===== src/rtl/nca_pkg.sv =====
`timescale 1ns / 1ps
// ----------------------------------------------------------------------------
// nca_pkg
// Shared constants, codes and types of the nearest-centroid assignment block.
// ----------------------------------------------------------------------------
package nca_pkg;

   localparam int MAX_CENTROIDS = 64;
   localparam int MAX_DIMS      = 64;
   localparam int MAX_POINTS    = 256;

   localparam int CENT_W   = $clog2(MAX_CENTROIDS);
   localparam int DIM_W    = $clog2(MAX_DIMS);
   localparam int PT_W     = $clog2(MAX_POINTS);
   localparam int CADDR_W  = CENT_W + DIM_W;
   localparam int PADDR_W  = PT_W + DIM_W;

   localparam int OP_W     = 2;
   localparam int ENTRY_W  = 8;
   localparam int DIMIN_W  = 6;
   localparam int COORD_W  = 16;
   localparam int BEST_W   = 6;
   localparam int CFG_W    = 7;
   localparam int CSR_IDX_W = 1;

   localparam int MAG_W    = COORD_W;
   localparam int SQ_W     = 2 * MAG_W;
   localparam int ACC_W    = 40;

   localparam logic [OP_W-1:0] OP_LOAD_CENT  = 2'd0;
   localparam logic [OP_W-1:0] OP_LOAD_POINT = 2'd1;
   localparam logic [OP_W-1:0] OP_QUERY      = 2'd2;

   localparam logic [CSR_IDX_W-1:0] CSR_CENTROIDS = 1'b0;
   localparam logic [CSR_IDX_W-1:0] CSR_DIMS      = 1'b1;

   // tag that travels with each coordinate pair through the distance pipe
   typedef struct packed {
      logic              valid;
      logic              last_dim;
      logic              first_cent;
      logic              last_cent;
      logic [CENT_W-1:0] cent;
   } nca_tag_type;

   typedef struct packed {
      logic              done;
      logic [CENT_W-1:0] best;
   } nca_result_type;

endpackage


===== src/rtl/nca_dist_unit.sv =====
`timescale 1ns / 1ps
// ----------------------------------------------------------------------------
// nca_dist_unit
// Shared squared-difference accumulator with running minimum over centroids.
// ----------------------------------------------------------------------------
module nca_dist_unit
   import nca_pkg::*;
(
   input  logic                      clock,
   input  logic                      reset,
   input  nca_tag_type               tag,
   input  logic signed [COORD_W-1:0] pt_coord,
   input  logic signed [COORD_W-1:0] ct_coord,
   output nca_result_type            result
);

   logic signed [COORD_W:0] diff;
   logic [MAG_W-1:0]        mag_in, mag_ff;
   logic [SQ_W-1:0]         sq_in, sq_ff;
   nca_tag_type             tag1_ff, tag2_ff;
   logic [ACC_W-1:0]        acc_in, acc_ff;
   logic [ACC_W-1:0]        total;
   logic [ACC_W-1:0]        best_sum_in, best_sum_ff;
   logic [CENT_W-1:0]       best_in, best_ff;
   logic                    take;
   nca_result_type          result_in, result_ff;

   // stage 1: |p - c|
   always_comb begin
      diff   = (COORD_W+1)'(pt_coord) - (COORD_W+1)'(ct_coord);
      mag_in = diff[COORD_W] ? MAG_W'(-diff) : MAG_W'(diff);
   end

   // stage 2: square
   assign sq_in = SQ_W'(mag_ff) * SQ_W'(mag_ff);

   // stage 3: accumulate, compare at end of each centroid
   always_comb begin
      total        = acc_ff + ACC_W'(sq_ff);
      take         = tag2_ff.first_cent || (total < best_sum_ff);
      acc_in       = acc_ff;
      best_sum_in  = best_sum_ff;
      best_in      = best_ff;
      result_in    = '0;
      result_in.best = best_ff;
      if (tag2_ff.valid) begin
         acc_in = tag2_ff.last_dim ? '0 : total;
         if (tag2_ff.last_dim && take) begin
            best_sum_in = total;
            best_in     = tag2_ff.cent;
         end
         if (tag2_ff.last_dim && tag2_ff.last_cent) begin
            result_in.done = 1'b1;
            result_in.best = best_in;
         end
      end
   end

   always_ff @(posedge clock) begin
      if (reset) begin
         tag1_ff   <= '0;
         tag2_ff   <= '0;
         acc_ff    <= '0;
         result_ff <= '0;
      end else begin
         tag1_ff   <= tag;
         tag2_ff   <= tag1_ff;
         acc_ff    <= acc_in;
         result_ff <= result_in;
      end
      mag_ff       <= mag_in;
      sq_ff        <= sq_in;
      best_sum_ff  <= best_sum_in;
      best_ff      <= best_in;
   end

   assign result = result_ff;

endmodule


===== config.mk =====
export PLATFORM = sky130hd
export DESIGN_NAME = nca_dist_unit
export DESIGN_NICKNAME = d
export VERILOG_FILES = /design/src/rtl/nca_pkg.sv /design/src/rtl/nca_dist_unit.sv
export SDC_FILE = /design/constraint.sdc
export NUM_CORES = 1
export LEC_CHECK = 0
export BUFFER_PORTS_ARGS = -buffer_cell sky130_fd_sc_hd__buf_2
export CORE_MARGIN = 10
export CORE_UTILIZATION = 30
export CTS_BUF_LIST = sky130_fd_sc_hd__clkbuf_4 sky130_fd_sc_hd__clkbuf_8 sky130_fd_sc_hd__clkbuf_16
export DETAILED_ROUTE_END_ITERATION = 10
export PLACE_DENSITY = 0.49
export SETUP_SLACK_MARGIN = 0.02
export SLEW_MARGIN = 20
export SYNTH_ARGS = -nofsm -noshare
export SYNTH_HDL_FRONTEND = slang
export SYNTH_SLANG_ARGS = --single-unit
export TNS_END_PERCENT = 10

===== constraint.sdc =====
create_clock -name clock -period 7.3 [get_ports clock]
set_input_delay 1.095 -clock clock [delete_from_list [all_inputs] [get_ports clock]]
set_output_delay 1.095 -clock clock [all_outputs]
set_load 0.01 [all_outputs]

Word-level counts from Yosys, hierarchy flattened
Cells that the tools add are included.
- register bits: 161
- latch bits: 0
- memory bits (writable): 0
- memory bits (read-only): 0
- output and inout port bits: 7
- memories: 0
- add/sub/neg operators: 3
- $mul: 1
- divide/modulo/power cells: 0
- magnitude comparators: 1
- equality and inequality tests: 0
- shifts and indexed selects: 0
- multiplexer cells: 5
- bitwise logic cells: 1
- reductions and logical operators: 5
- operators by type and width (kind ; count):
    adder 40 x 32 -> 40 bit ; 1
    < comparator 40 bit ; 1
    two-way mux 40 bit ; 1
    multiplier 16 x 16 -> 32 bit ; 1
    subtractor 16 x 16 -> 17 bit ; 1
    two-way mux 16 bit ; 1
    negation 16 bit ; 1
    two-way mux 6 bit ; 2
    two-way mux 7 bit ; 1
    logical AND 1 bit ; 2
    AND reduction 2 bit ; 1
    OR reduction 2 bit ; 1
    logical OR 1 bit ; 1
    inverter 1 bit ; 1

Depth between registers and ports, before layout
Gate-level depths: netlist (run 1).
- depth in word-level cells: 7
- gate-level depth with buffers: 25
- gate-level depth less buffers: 24

Worst setup path before layout (run 1)
OpenSTA, ideal clock, no wires.
- kind: flip-flop to flip-flop
- start: reg mag_ff[4]
- end: reg sq_ff[31]
- arrival time: 6421 ps
- data required time: 7228 ps
- slack: 807 ps
- cell stages (with the launch flop): 23
- path buffers: 2
- clock period less this slack: 6493 ps
- cell sequence: dfxtp_1 > clkbuf_1 > clkbuf_1 > nand2_1 > fa_1 > inv_1 > fa_1 > fa_1 > fa_1 > fa_1 > inv_1 > fa_1 > inv_1 > ha_1 > a21o_1 > a21oi_1 > o211ai_1 > a211oi_1 > nor3_1 > a2111oi_0 > o31ai_1 > a21oi_1 > xnor2_1
- longest elaborated chain between the ends: 1
- RTL lines (element ; line ; source):
    start: declaration ; nca_dist_unit.sv:18 ; logic [MAG_W-1:0] mag_in, mag_ff;
    start signal: assignment ; nca_dist_unit.sv:71 ; mag_ff <= mag_in;
    multiplier 16 x 16 -> 32 bit ; nca_dist_unit.sv:35 ; assign sq_in = SQ_W'(mag_ff) * SQ_W'(mag_ff);
    named net sq_in[31] ; nca_dist_unit.sv:19 ; logic [SQ_W-1:0] sq_in, sq_ff;
    end signal: assignment ; nca_dist_unit.sv:72 ; sq_ff <= sq_in;
    end: declaration ; nca_dist_unit.sv:19 ;
The timed path passes the listed nets, and every way through them passes these cells.
A chain may end at the register's enable or synchronous reset.

Final worst setup path (run 1)
- start: reg mag_ff[5]
- end: reg sq_ff[29]
Same word-level chain as after synthesis.

==> impl_metrics.toml, run 1 <==
[outcome]
status = "finished clean"

[clock_tree]
clock_latency_ns = 0.46
htree_levels = 4
cts.clk_slew.worst_paths_ns = 0.07
cts_tree = "yes"
cts_sinks = 160
clockRootBuffer = "clkbuf_16"
cts_buffers = 17
cts_buffer_depth = 2
cts_hold_buf = 0

[timing]
fin_setup_tns_ns = 0
slew_headroom_pct = 40.51
slew_viol_final = 0
grt_setup_unrepaired = "false"
worst_clock_skew_ns = 0.01340
worstMarginPinSlew_ns = 0.8884
fmax_mhz = 147.8
setup_viol = 0
post-route-period-util_pct = 92.67
finalHoldViolations = 0
setup_slack_ns = 0.5353
fin_crit_ns = 6.765

[finish]
layout-drive-gt1-share_pct = 7.220
multi_input_area_mm2 = 0.01079
final_common_cell = "inv_1"
fin_nets = 2143
final_cell_mix = "inv_1, ha_1, fa_1"
fillers = 5350
regArea_mm2 = 0.003666
syn_to_final_growth_pct = 10.29
antenna_cells = 0

[yosys]
syn_inst = 1709
async_flop_share_pct = 0
syn_area_mm2 = 0.01587
synth_cell_types = 67
dominantRegCellSynth = "dfxtp_1"
ys_seq_elements = 160
synth_warnings = 0
synth-edff-count = 46
syn_nets = 2106
syn-mean-instance-area_um2 = 9.283
yosysSeqAreaShare_pct = 23.09

[routing]
final_antenna_net_count = 0
initialDrtViolationCount = 423
wl_per_cell_um = 14.06
drt_wl_total_um = 34410
drtPass1Iterations = 5
vias = 11254
viasPerCell = 4.599
drcViolationCount = 0

[floorplanning]
row_count = 84
die_h_um = 250.0
io_pins = 51
die_w_um = 250.0
core_area_mm2 = 0.05245
start_util_pct = 30.25
die_area_mm2 = 0.06248

[global_routing]
gr-total-overflow = 0
grt_start_max_net_pins = 78
grtUsageTotal_pct = 11.29
grt_pass1_wl_um = 58730
antenna_found_initial = 0
grt_pass1_vias = 11788

[worst_hold_path]
hold_path.class = "flop to flop"

[setup_path]
slowest_delay_ns = 0.77
worstPathMaxFanout = 17
worstPathRequired_ns = 7.68
critPathArrivalTime_ns = 7.14
path_buf_inv = 7
worstSetupPathType = "flop to flop"
crit_chain = "and2_1 -> inv_1 -> fa_1 -> inv_1 -> fa_1 -> inv_1 -> fa_1 -> inv_1 -> fa_1 -> fa_1 -> inv_1 -> fa_1 -> inv_1 -> ha_1 -> o21a_1 -> nor2_1 -> nor3_1 -> a211oi_1 -> nor3_1 -> a2111oi_0 -> buf_4 -> o31ai_1 -> a21oi_1 -> xnor2_1"
crit_family = "adder cells"
startpoint_type = "flop"
worstSetupEndpointType = "flop"
cp_slowest_cell = "dfxtp_1"

[placement]
hpwl_um = 27950
gp_congestion = 0.8340
io_buffers = 50
pre_cts_slack_ns = 0.5940

[job]
maxCapViolCount = 0
[what timing repair did]
action / 4_1_cts / 5_1_grt
endpoints found under the setup margin: 0 / 1
setup buffers: 0 / 0
gates resized for setup: 0 / 2
[routing by layer]
layer  share of wire (%)  global-route usage (%)  vias to the layer above
met1                  50                   14.74                     5382
met4                 1.5                   3.391                        0
met5                   0                       0                        -
met3                 1.9                   1.658                       32
li1                    -                       -                     5720
met2                  46                   18.90                      120
[metrics by stage]
step           util [%]  hold slack, ns  instance area [um2]  cells
6_report          33.36          0.4366                17500   2447
4_1_cts           33.36          0.4439                17500   2447
3_3_place_gp      32.26          0.4203                16920   2415
5_1_grt           33.36          0.4588                17500   2447
2_1_floorplan         -          0.4041                15870   1709
3_5_place_dp      32.26          0.4254                16920   2415
[worst register-to-register path, cell delays in order, from the launching register on]
cell	delay [ns]
dfxtp_1	0.77
and2_1	0.28
inv_1	0.07
fa_1	0.51
inv_1	0.07
fa_1	0.51
inv_1	0.05
fa_1	0.47
inv_1	0.05
fa_1	0.50
fa_1	0.54
inv_1	0.05
fa_1	0.52
inv_1	0.04
ha_1	0.38
o21a_1	0.15
nor2_1	0.18
nor3_1	0.09
a211oi_1	0.38
nor3_1	0.13
a2111oi_0	0.39
buf_4	0.19
o31ai_1	0.07
a21oi_1	0.18
xnor2_1	0.13
[registers in the layout, indices dropped and copies added, names as in the netlist]
| name | count |
|---|---|
| acc_ff | 40 |
| best_sum_ff | 40 |
| sq_ff | 31 |
| mag_ff | 16 |
| tag1_ff | 10 |
| tag2_ff | 10 |
| result | 7 |
| best_ff | 6 |
[cells in the mapped netlist, drive strengths merged (16+ instances only)]
cell type	n	area, um2
a21o	46	345.3
a21oi	66	330.3
a22oi	28	210.2
and2	63	394.1
clkbuf	44	165.2
dfxtp	114	2282
edfxtp	46	1381
fa	165	3303
ha	188	2352
inv	329	1235
nand2	115	431.7
nand3	21	105.1
nand4	16	100.1
nor2	82	307.8
nor2b	31	193.9
nor3	24	120.1
o21a	19	142.6
o21ai	41	205.2
xnor2	64	560.5
xor2	29	254.0
[logic make-up after synthesis]
| family | count (synthesis) | synth area share [%] |
|---|---|---|
| AOI/OAI and AO/OA | 300 | 13.10 |
| xor gates and xnor gates | 93 | 5.134 |
| adders and majority gates | 353 | 35.65 |
| buffers and inverters | 377 | 8.920 |
| DFF | 160 | 23.09 |
| muxes | 18 | 1.199 |
| and+or+nand+nor | 408 | 12.91 |
[cell type report]
class / instances / area share [%]
multi-input cells: 1172 / 61.69
flip-flops and latches: 160 / 20.95
inverters: 330 / 7.079
well taps: 688 / 4.920
clock buffers: 17 / 2.431
repair buffers: 65 / 2.074
clock inverters: 15 / 0.8581
[path summary, 6_finish.rpt]
kind | to | startpoint | slack, ns | cells after the start
worst min register to register | tag2_ff[9] | tag1_ff[9] | 0.44 | 1
worst max register to register | sq_ff[29] | mag_ff[5] | 0.54 | 24
worst max-delay path | sq_ff[29] | mag_ff[5] | 0.54 | 24
worst min-delay path | tag2_ff[9] | tag1_ff[9] | 0.44 | 1
Power of run 1 is not shown: default switching activity piles up to over one toggle a cycle in this logic, so the estimate is an artifact.
==> run 2, diff against run 1 <==
--- a/config.mk
+++ b/config.mk
@@ -5,6 +5,7 @@
 export SDC_FILE = /design/constraint.sdc
 export NUM_CORES = 1
 export LEC_CHECK = 0
+export ABC_AREA = 1
 export BUFFER_PORTS_ARGS = -buffer_cell sky130_fd_sc_hd__buf_2
 export CORE_MARGIN = 10
 export CORE_UTILIZATION = 30
==> impl_metrics.toml, run 2 <==
[outcome]
status = "finished clean"

[clock_tree]
post_cts_buffers = 0
cts_resized = 0
cts_hold_buf = 0
cts_tree = "yes"
cts.clk_slew.worst_paths_ns = 0.07
htree_levels = 4
clock_latency_ns = 0.48
cts_buffer_depth = 2
cts_sinks = 160
clockRootBuffer = "clkbuf_16"
cts_buffers = 17

[setup_path]
slowest_delay_ns = 0.83
r2r-end = "sq_ff[22]"
cp_slowest_cell = "dfxtp_1"
worstRegToRegCells = 18
r2r-start = "mag_ff[9]"
worstPathMaxFanout = 16
path_buf_inv = 3
crit_family = "adder cells"
worstPathRequired_ns = 7.70
critPathArrivalTime_ns = 6.49
worstSetupEndpointType = "flop"
worstSetupPathType = "flop to flop"
crit_top_cell = "fa_1"
r2r_slack_ns = 1.22
crit_chain = "nand2_1 -> fa_1 -> fa_1 -> inv_1 -> fa_1 -> fa_1 -> fa_1 -> inv_1 -> fa_1 -> inv_1 -> ha_1 -> a21oi_1 -> a21boi_0 -> o21ai_0 -> nand2_1 -> nand2_1 -> a21oi_1 -> xnor2_1"
startpoint_type = "flop"

[yosys]
dominantRegCellSynth = "dfxtp_1"
syn_nets = 2718
synthAdderAreaFrac_pct = 32.65
yosys-top-cells-count = "nand2_1, inv_1, ha_1"
synth_simple_gate_area_share_pct = 22.20
syn-mean-instance-area_um2 = 7.462
synth_compound_area_share_pct = 7.615
yosysSeqAreaShare_pct = 21.15
ys_seq_elements = 160
synthMuxAreaShare_pct = 0.06502
synthTopCellsByArea = "fa_1, ha_1, dfxtp_1"
syn_area_mm2 = 0.01732
yosysMostFrequentCell = "nand2_1"
synth_warnings = 0
synth_xor_xnor_area_share_pct = 3.591
synth_cell_types = 46
syn_inst = 2321
async_flop_share_pct = 0
synth-edff-count = 46
yosys.area.top_type_share_pct = 19.07
synth_top_family_by_area = "adder cells"
synth_top_area_cell = "fa_1"

[placement]
hpwl_um = 36950
io_buffers = 50
placedCellCount = 3093
gp_congestion = 0.8938

[timing]
worstMarginPinSlew_ns = 0.9335
fin_crit_ns = 6.084
holdWs_ns = 0.3980
post-route-period-util_pct = 83.34
worst_clock_skew_ns = 0.02497
slew_headroom_pct = 37.62
slew_viol_final = 0
fmax_mhz = 164.4
setup_viol = 0
fin_setup_tns_ns = 0
grt_setup_unrepaired = "false"
finalHoldViolations = 0

[finish]
final_common_cell = "nand2_1"
fin_nets = 2744
layout-drive-gt1-share_pct = 5.932
fillers = 6276
final_cell_mix = "nand2_1, inv_1, ha_1"
antenna_cells = 0
fin_cells = 3125
top_regs = "acc_ff: 40 flops, best_sum_ff: 40 flops, sq_ff: 31 flops"
multi_input_area_mm2 = 0.01146
regArea_mm2 = 0.003664
syn_to_final_growth_pct = 9.529

[global_routing]
grt_pass1_vias = 14702
grt_start_max_net_pins = 68
grtUsageTotal_pct = 13.41
antenna_found_initial = 0
gr-total-overflow = 0
grt_pass1_wl_um = 73170

[routing]
wl_per_cell_um = 13.83
vias = 13944
initialDrtViolationCount = 666
drtPass1Iterations = 5
drcViolationCount = 0
drt_wl_total_um = 43230
viasPerCell = 4.462
final_antenna_net_count = 0

[worst_hold_path]
min_from = "tag1_ff[6]"
hold_depth = 2
hold-path-endpoint = "tag2_ff[6]"
hold_path.class = "flop to flop"

[floorplanning]
row_count = 88
die_area_mm2 = 0.06774
core_area_mm2 = 0.05748
io_pins = 51
die_w_um = 260.3
start_util_pct = 30.13
die_h_um = 260.3

[job]
maxCapViolCount = 0
[run 2: cell count changes after synthesis, sizes merged, moves of 47 or more]
cell	delta
inv	+205
xnor2	-47
a21oi	+82
nand2	+462
nor2	+87
nand3	+81
[run 2: worst max path at each step]
stage / start / endpoint / cells after the start / slack (ns)
after floorplan: mag_ff[4] / sq_ff[28] / 21 / 1.69
after global placement: mag_ff[9] / sq_ff[22] / 18 / 1.29
after detailed placement: mag_ff[9] / sq_ff[22] / 18 / 1.19
after CTS: mag_ff[9] / sq_ff[22] / 18 / 1.20
after global routing: mag_ff[9] / sq_ff[22] / 18 / 0.84
final: mag_ff[9] / sq_ff[22] / 18 / 1.22
[run 2: cell families (layout without fill, tap and decap cells)]
group | after synthesis | after routing
simple gates | 918 | 918
buf+inv | 583 | 622
fa+ha+maj | 353 | 353
compound gates | 235 | 235
flops | 160 | 160
xor+xnor | 71 | 71
mux | 1 | 1
[run 2: metrics by stage]
stage	setup WS, ns	cell area, um2	utilization [%]
floorplan	1.695	17320	-
global placement	1.287	18380	31.98
detailed placement	1.190	18380	31.98
CTS	1.199	18970	33.00
global route	0.8354	18970	33.00
finish	1.216	18970	33.00
[run 2: cell type report]
cell class / count / area share, %
clock buffer: 20 / 2.487
timing repair buffer: 55 / 1.517
inverter: 535 / 10.59
clock inverter: 12 / 0.6266
multi-input combinational: 1578 / 60.42
tap: 765 / 5.046
sequential: 160 / 19.31
[run 2: worst min-delay path: stages, from the launching register on]
cell,delay [ns]
dfxtp_1,0.30
inv_1,0.04
nor2_1,0.03
[run 2: routing by layer]
layer | wire [um] | part of all wire (%) | GRT usage [%]
met3 | 1064 | 2.5 | 1.951
met4 | 813 | 1.9 | 4.134
met2 | 20620 | 48 | 22.91
met5 | 0 | 0 | 0
met1 | 20730 | 48 | 17.20
Power of run 2 is left out for the same reason.
==> run 3, diff against run 2 <==
--- a/config.mk
+++ b/config.mk
@@ -11,7 +11,7 @@
 export CORE_UTILIZATION = 30
 export CTS_BUF_LIST = sky130_fd_sc_hd__clkbuf_4 sky130_fd_sc_hd__clkbuf_8 sky130_fd_sc_hd__clkbuf_16
 export DETAILED_ROUTE_END_ITERATION = 10
-export PLACE_DENSITY = 0.49
+export PLACE_DENSITY = 0.51
 export SETUP_SLACK_MARGIN = 0.02
 export SLEW_MARGIN = 20
 export SYNTH_ARGS = -nofsm -noshare
==> constraint.sdc (replaced) <==
create_clock -name clock -period 5.3 [get_ports clock]
set_input_delay 0.795 -clock clock [delete_from_list [all_inputs] [get_ports clock]]
set_output_delay 0.795 -clock clock [all_outputs]
set_load 0.01 [all_outputs]
==> impl_metrics.toml, run 3 (same netlist as run 2, synthesis figures left out) <==
[routing]
vias = 14583
initialDrtViolationCount = 588
drcViolationCount = 0
viasPerCell = 4.477
final_antenna_net_count = 0
drtPass1Iterations = 5
drt_wl_total_um = 43930
wl_per_cell_um = 13.49

[finish]
final_cell_mix = "nand2_1, inv_1, ha_1"
layout-drive-gt1-share_pct = 16.25
final_common_cell = "nand2_1"
antenna_cells = 0
fillers = 6118
syn_to_final_growth_pct = 19.13
fin_nets = 2876
top_regs = "acc_ff: 40 flops, best_sum_ff: 40 flops, sq_ff: 31 flops"

[placement]
io_buffers = 50
hpwl_um = 37560
gp_congestion = 0.9264
pre_cts_slack_ns = -0.4365

[setup_path]
worstRegToRegCells = 21
path_buf_inv = 7
timing.critical_path.to = "sq_ff[28]"
worstSetupPathType = "flop to flop"
worstPathRequired_ns = 5.63
r2r-end = "sq_ff[28]"
cp_slowest_cell = "fa_1"
worstSetupEndpointType = "flop"
crit_start = "mag_ff[6]"
startpoint_type = "flop"
worstPathMaxFanout = 7
slowest_delay_ns = 0.53
critPathArrivalTime_ns = 5.51
r2r_slack_ns = 0.11
crit_chain = "buf_12 -> buf_12 -> fa_1 -> inv_1 -> fa_1 -> inv_1 -> fa_1 -> fa_1 -> fa_1 -> inv_1 -> fa_1 -> inv_1 -> ha_4 -> nand2_2 -> inv_2 -> nand2_2 -> nor2_1 -> nand2_1 -> o211ai_1 -> a21oi_1 -> xor2_1"
cp.depth = 21
crit_top_cell = "fa_1"
r2r-start = "mag_ff[6]"
crit_family = "adder cells"

[floorplanning]
io_pins = 51
die_h_um = 260.3
start_util_pct = 30.13
row_count = 88
die_area_mm2 = 0.06774
core_area_mm2 = 0.05748
die_w_um = 260.3

[clock_tree]
cts.clk_slew.worst_paths_ns = 0.07
clock_latency_ns = 0.45
clockRootBuffer = "clkbuf_16"
cts_buffer_depth = 2
cts_tree = "yes"
htree_levels = 4
cts_buffers = 17
cts_sinks = 160

[timing]
fin_crit_ns = 5.186
fmax_mhz = 192.8
slew_headroom_pct = 52.40
slew_viol_final = 0
finalHoldViolations = 0
setup_viol = 0
post-route-period-util_pct = 97.85
worstMarginPinSlew_ns = 0.7140
grt_setup_unrepaired = "true"
worst_clock_skew_ns = 0.01163
setup_slack_ns = 0.1137

[job]
maxCapViolCount = 0

[global_routing]
gr-total-overflow = 0
grtUsageTotal_pct = 13.47
antenna_found_initial = 0
grt_start_max_net_pins = 68
grt_pass1_vias = 15094
grt_pass1_wl_um = 74380

[outcome]
status = "finished clean"

[worst_hold_path]
hold_path.class = "flop to flop"
==> run 3: cell count changes in the layout (fill, tap and decap cells not counted), moves of 17 or more <==
cell     before  now
ha_1        188  171
nand2_2      19   50
buf_4         5  120
nand2_1     558  522
a21oi_1     143  125
ha_4          0   17
inv_1       531  511
inv_2         3   23
==> run 3: worst register-to-register path, delay by kind of cell, from the launching register on <==
kind | cells | cell delay, ns
AND/OR/NAND/NOR | 4 | 0.31
AO/OA/AOI/OAI | 2 | 0.37
buffers and inverters | 7 | 0.56
XOR/XNOR | 1 | 0.15
flip-flops | 1 | 0.38
adder cells (fa/ha/maj) | 7 | 3.31
==> run 3: layout make-up <==
class / instances / area [um2] / share of cell area (%)
multi-input combinational: 1578 / 11980 / 58.07
sequential: 160 / 3717 / 18.02
inverter: 535 / 2008 / 9.733
timing repair buffer: 187 / 1385 / 6.713
tap: 765 / 957.2 / 4.639
clock buffer: 21 / 496.7 / 2.408
clock inverter: 11 / 87.58 / 0.4245
==> run 3: timing repair <==
action / CTS / global route
hold buffers: 0 / 0
pin swaps: 18 / 68
resized for setup: 74 / 105
endpoints found under the hold margin: 0 / 0
buffers inserted: 7 / 10
endpoints found under the setup margin: 18 / 18
==> run 3: per-layer routing <==
metal  GRT usage [%]  part of all wire, %  wire [um]  up-vias
met3           1.681                  3.3       1465       64
met2           23.47                   48      21170      238
li1                -                    -          -     7422
met1           17.21                   46      20360     6859
met5               0                    0          0        -
met4           3.746                  2.1        937        0
==> run 3: stage by stage <==
stage / util, % / area, um2 / hold slack, ns / std cells / TNS (ns)
floorplan: - / 17400 / 0.3290 / 2321 / 0
global placement: 33.58 / 19300 / 0.3920 / 3208 / -4.426
detailed placement: 33.58 / 19300 / 0.3917 / 3208 / -4.848
CTS: 35.16 / 20210 / 0.4001 / 3247 / -0.03500
global route: 35.90 / 20630 / 0.4122 / 3257 / -0.9870
finish: 35.90 / 20630 / 0.3967 / 3257 / 0
==> run 3: how the worst min path moves through the flow <==
stage / endpoint / cells past startpoint / slack (ns) / startpoint
5_1_grt: tag2_ff[1] / 2 / 0.41 / tag1_ff[1]
3_5_place_dp: tag2_ff[5] / 2 / 0.39 / tag1_ff[5]
3_3_place_gp: tag2_ff[5] / 2 / 0.39 / tag1_ff[5]
4_1_cts: tag2_ff[2] / 2 / 0.40 / tag1_ff[2]
2_1_floorplan: sq_ff[0] / 0 / 0.33 / mag_ff[0]
6_report: tag2_ff[7] / 2 / 0.40 / tag1_ff[7]
Power of run 3 is left out for the same reason.
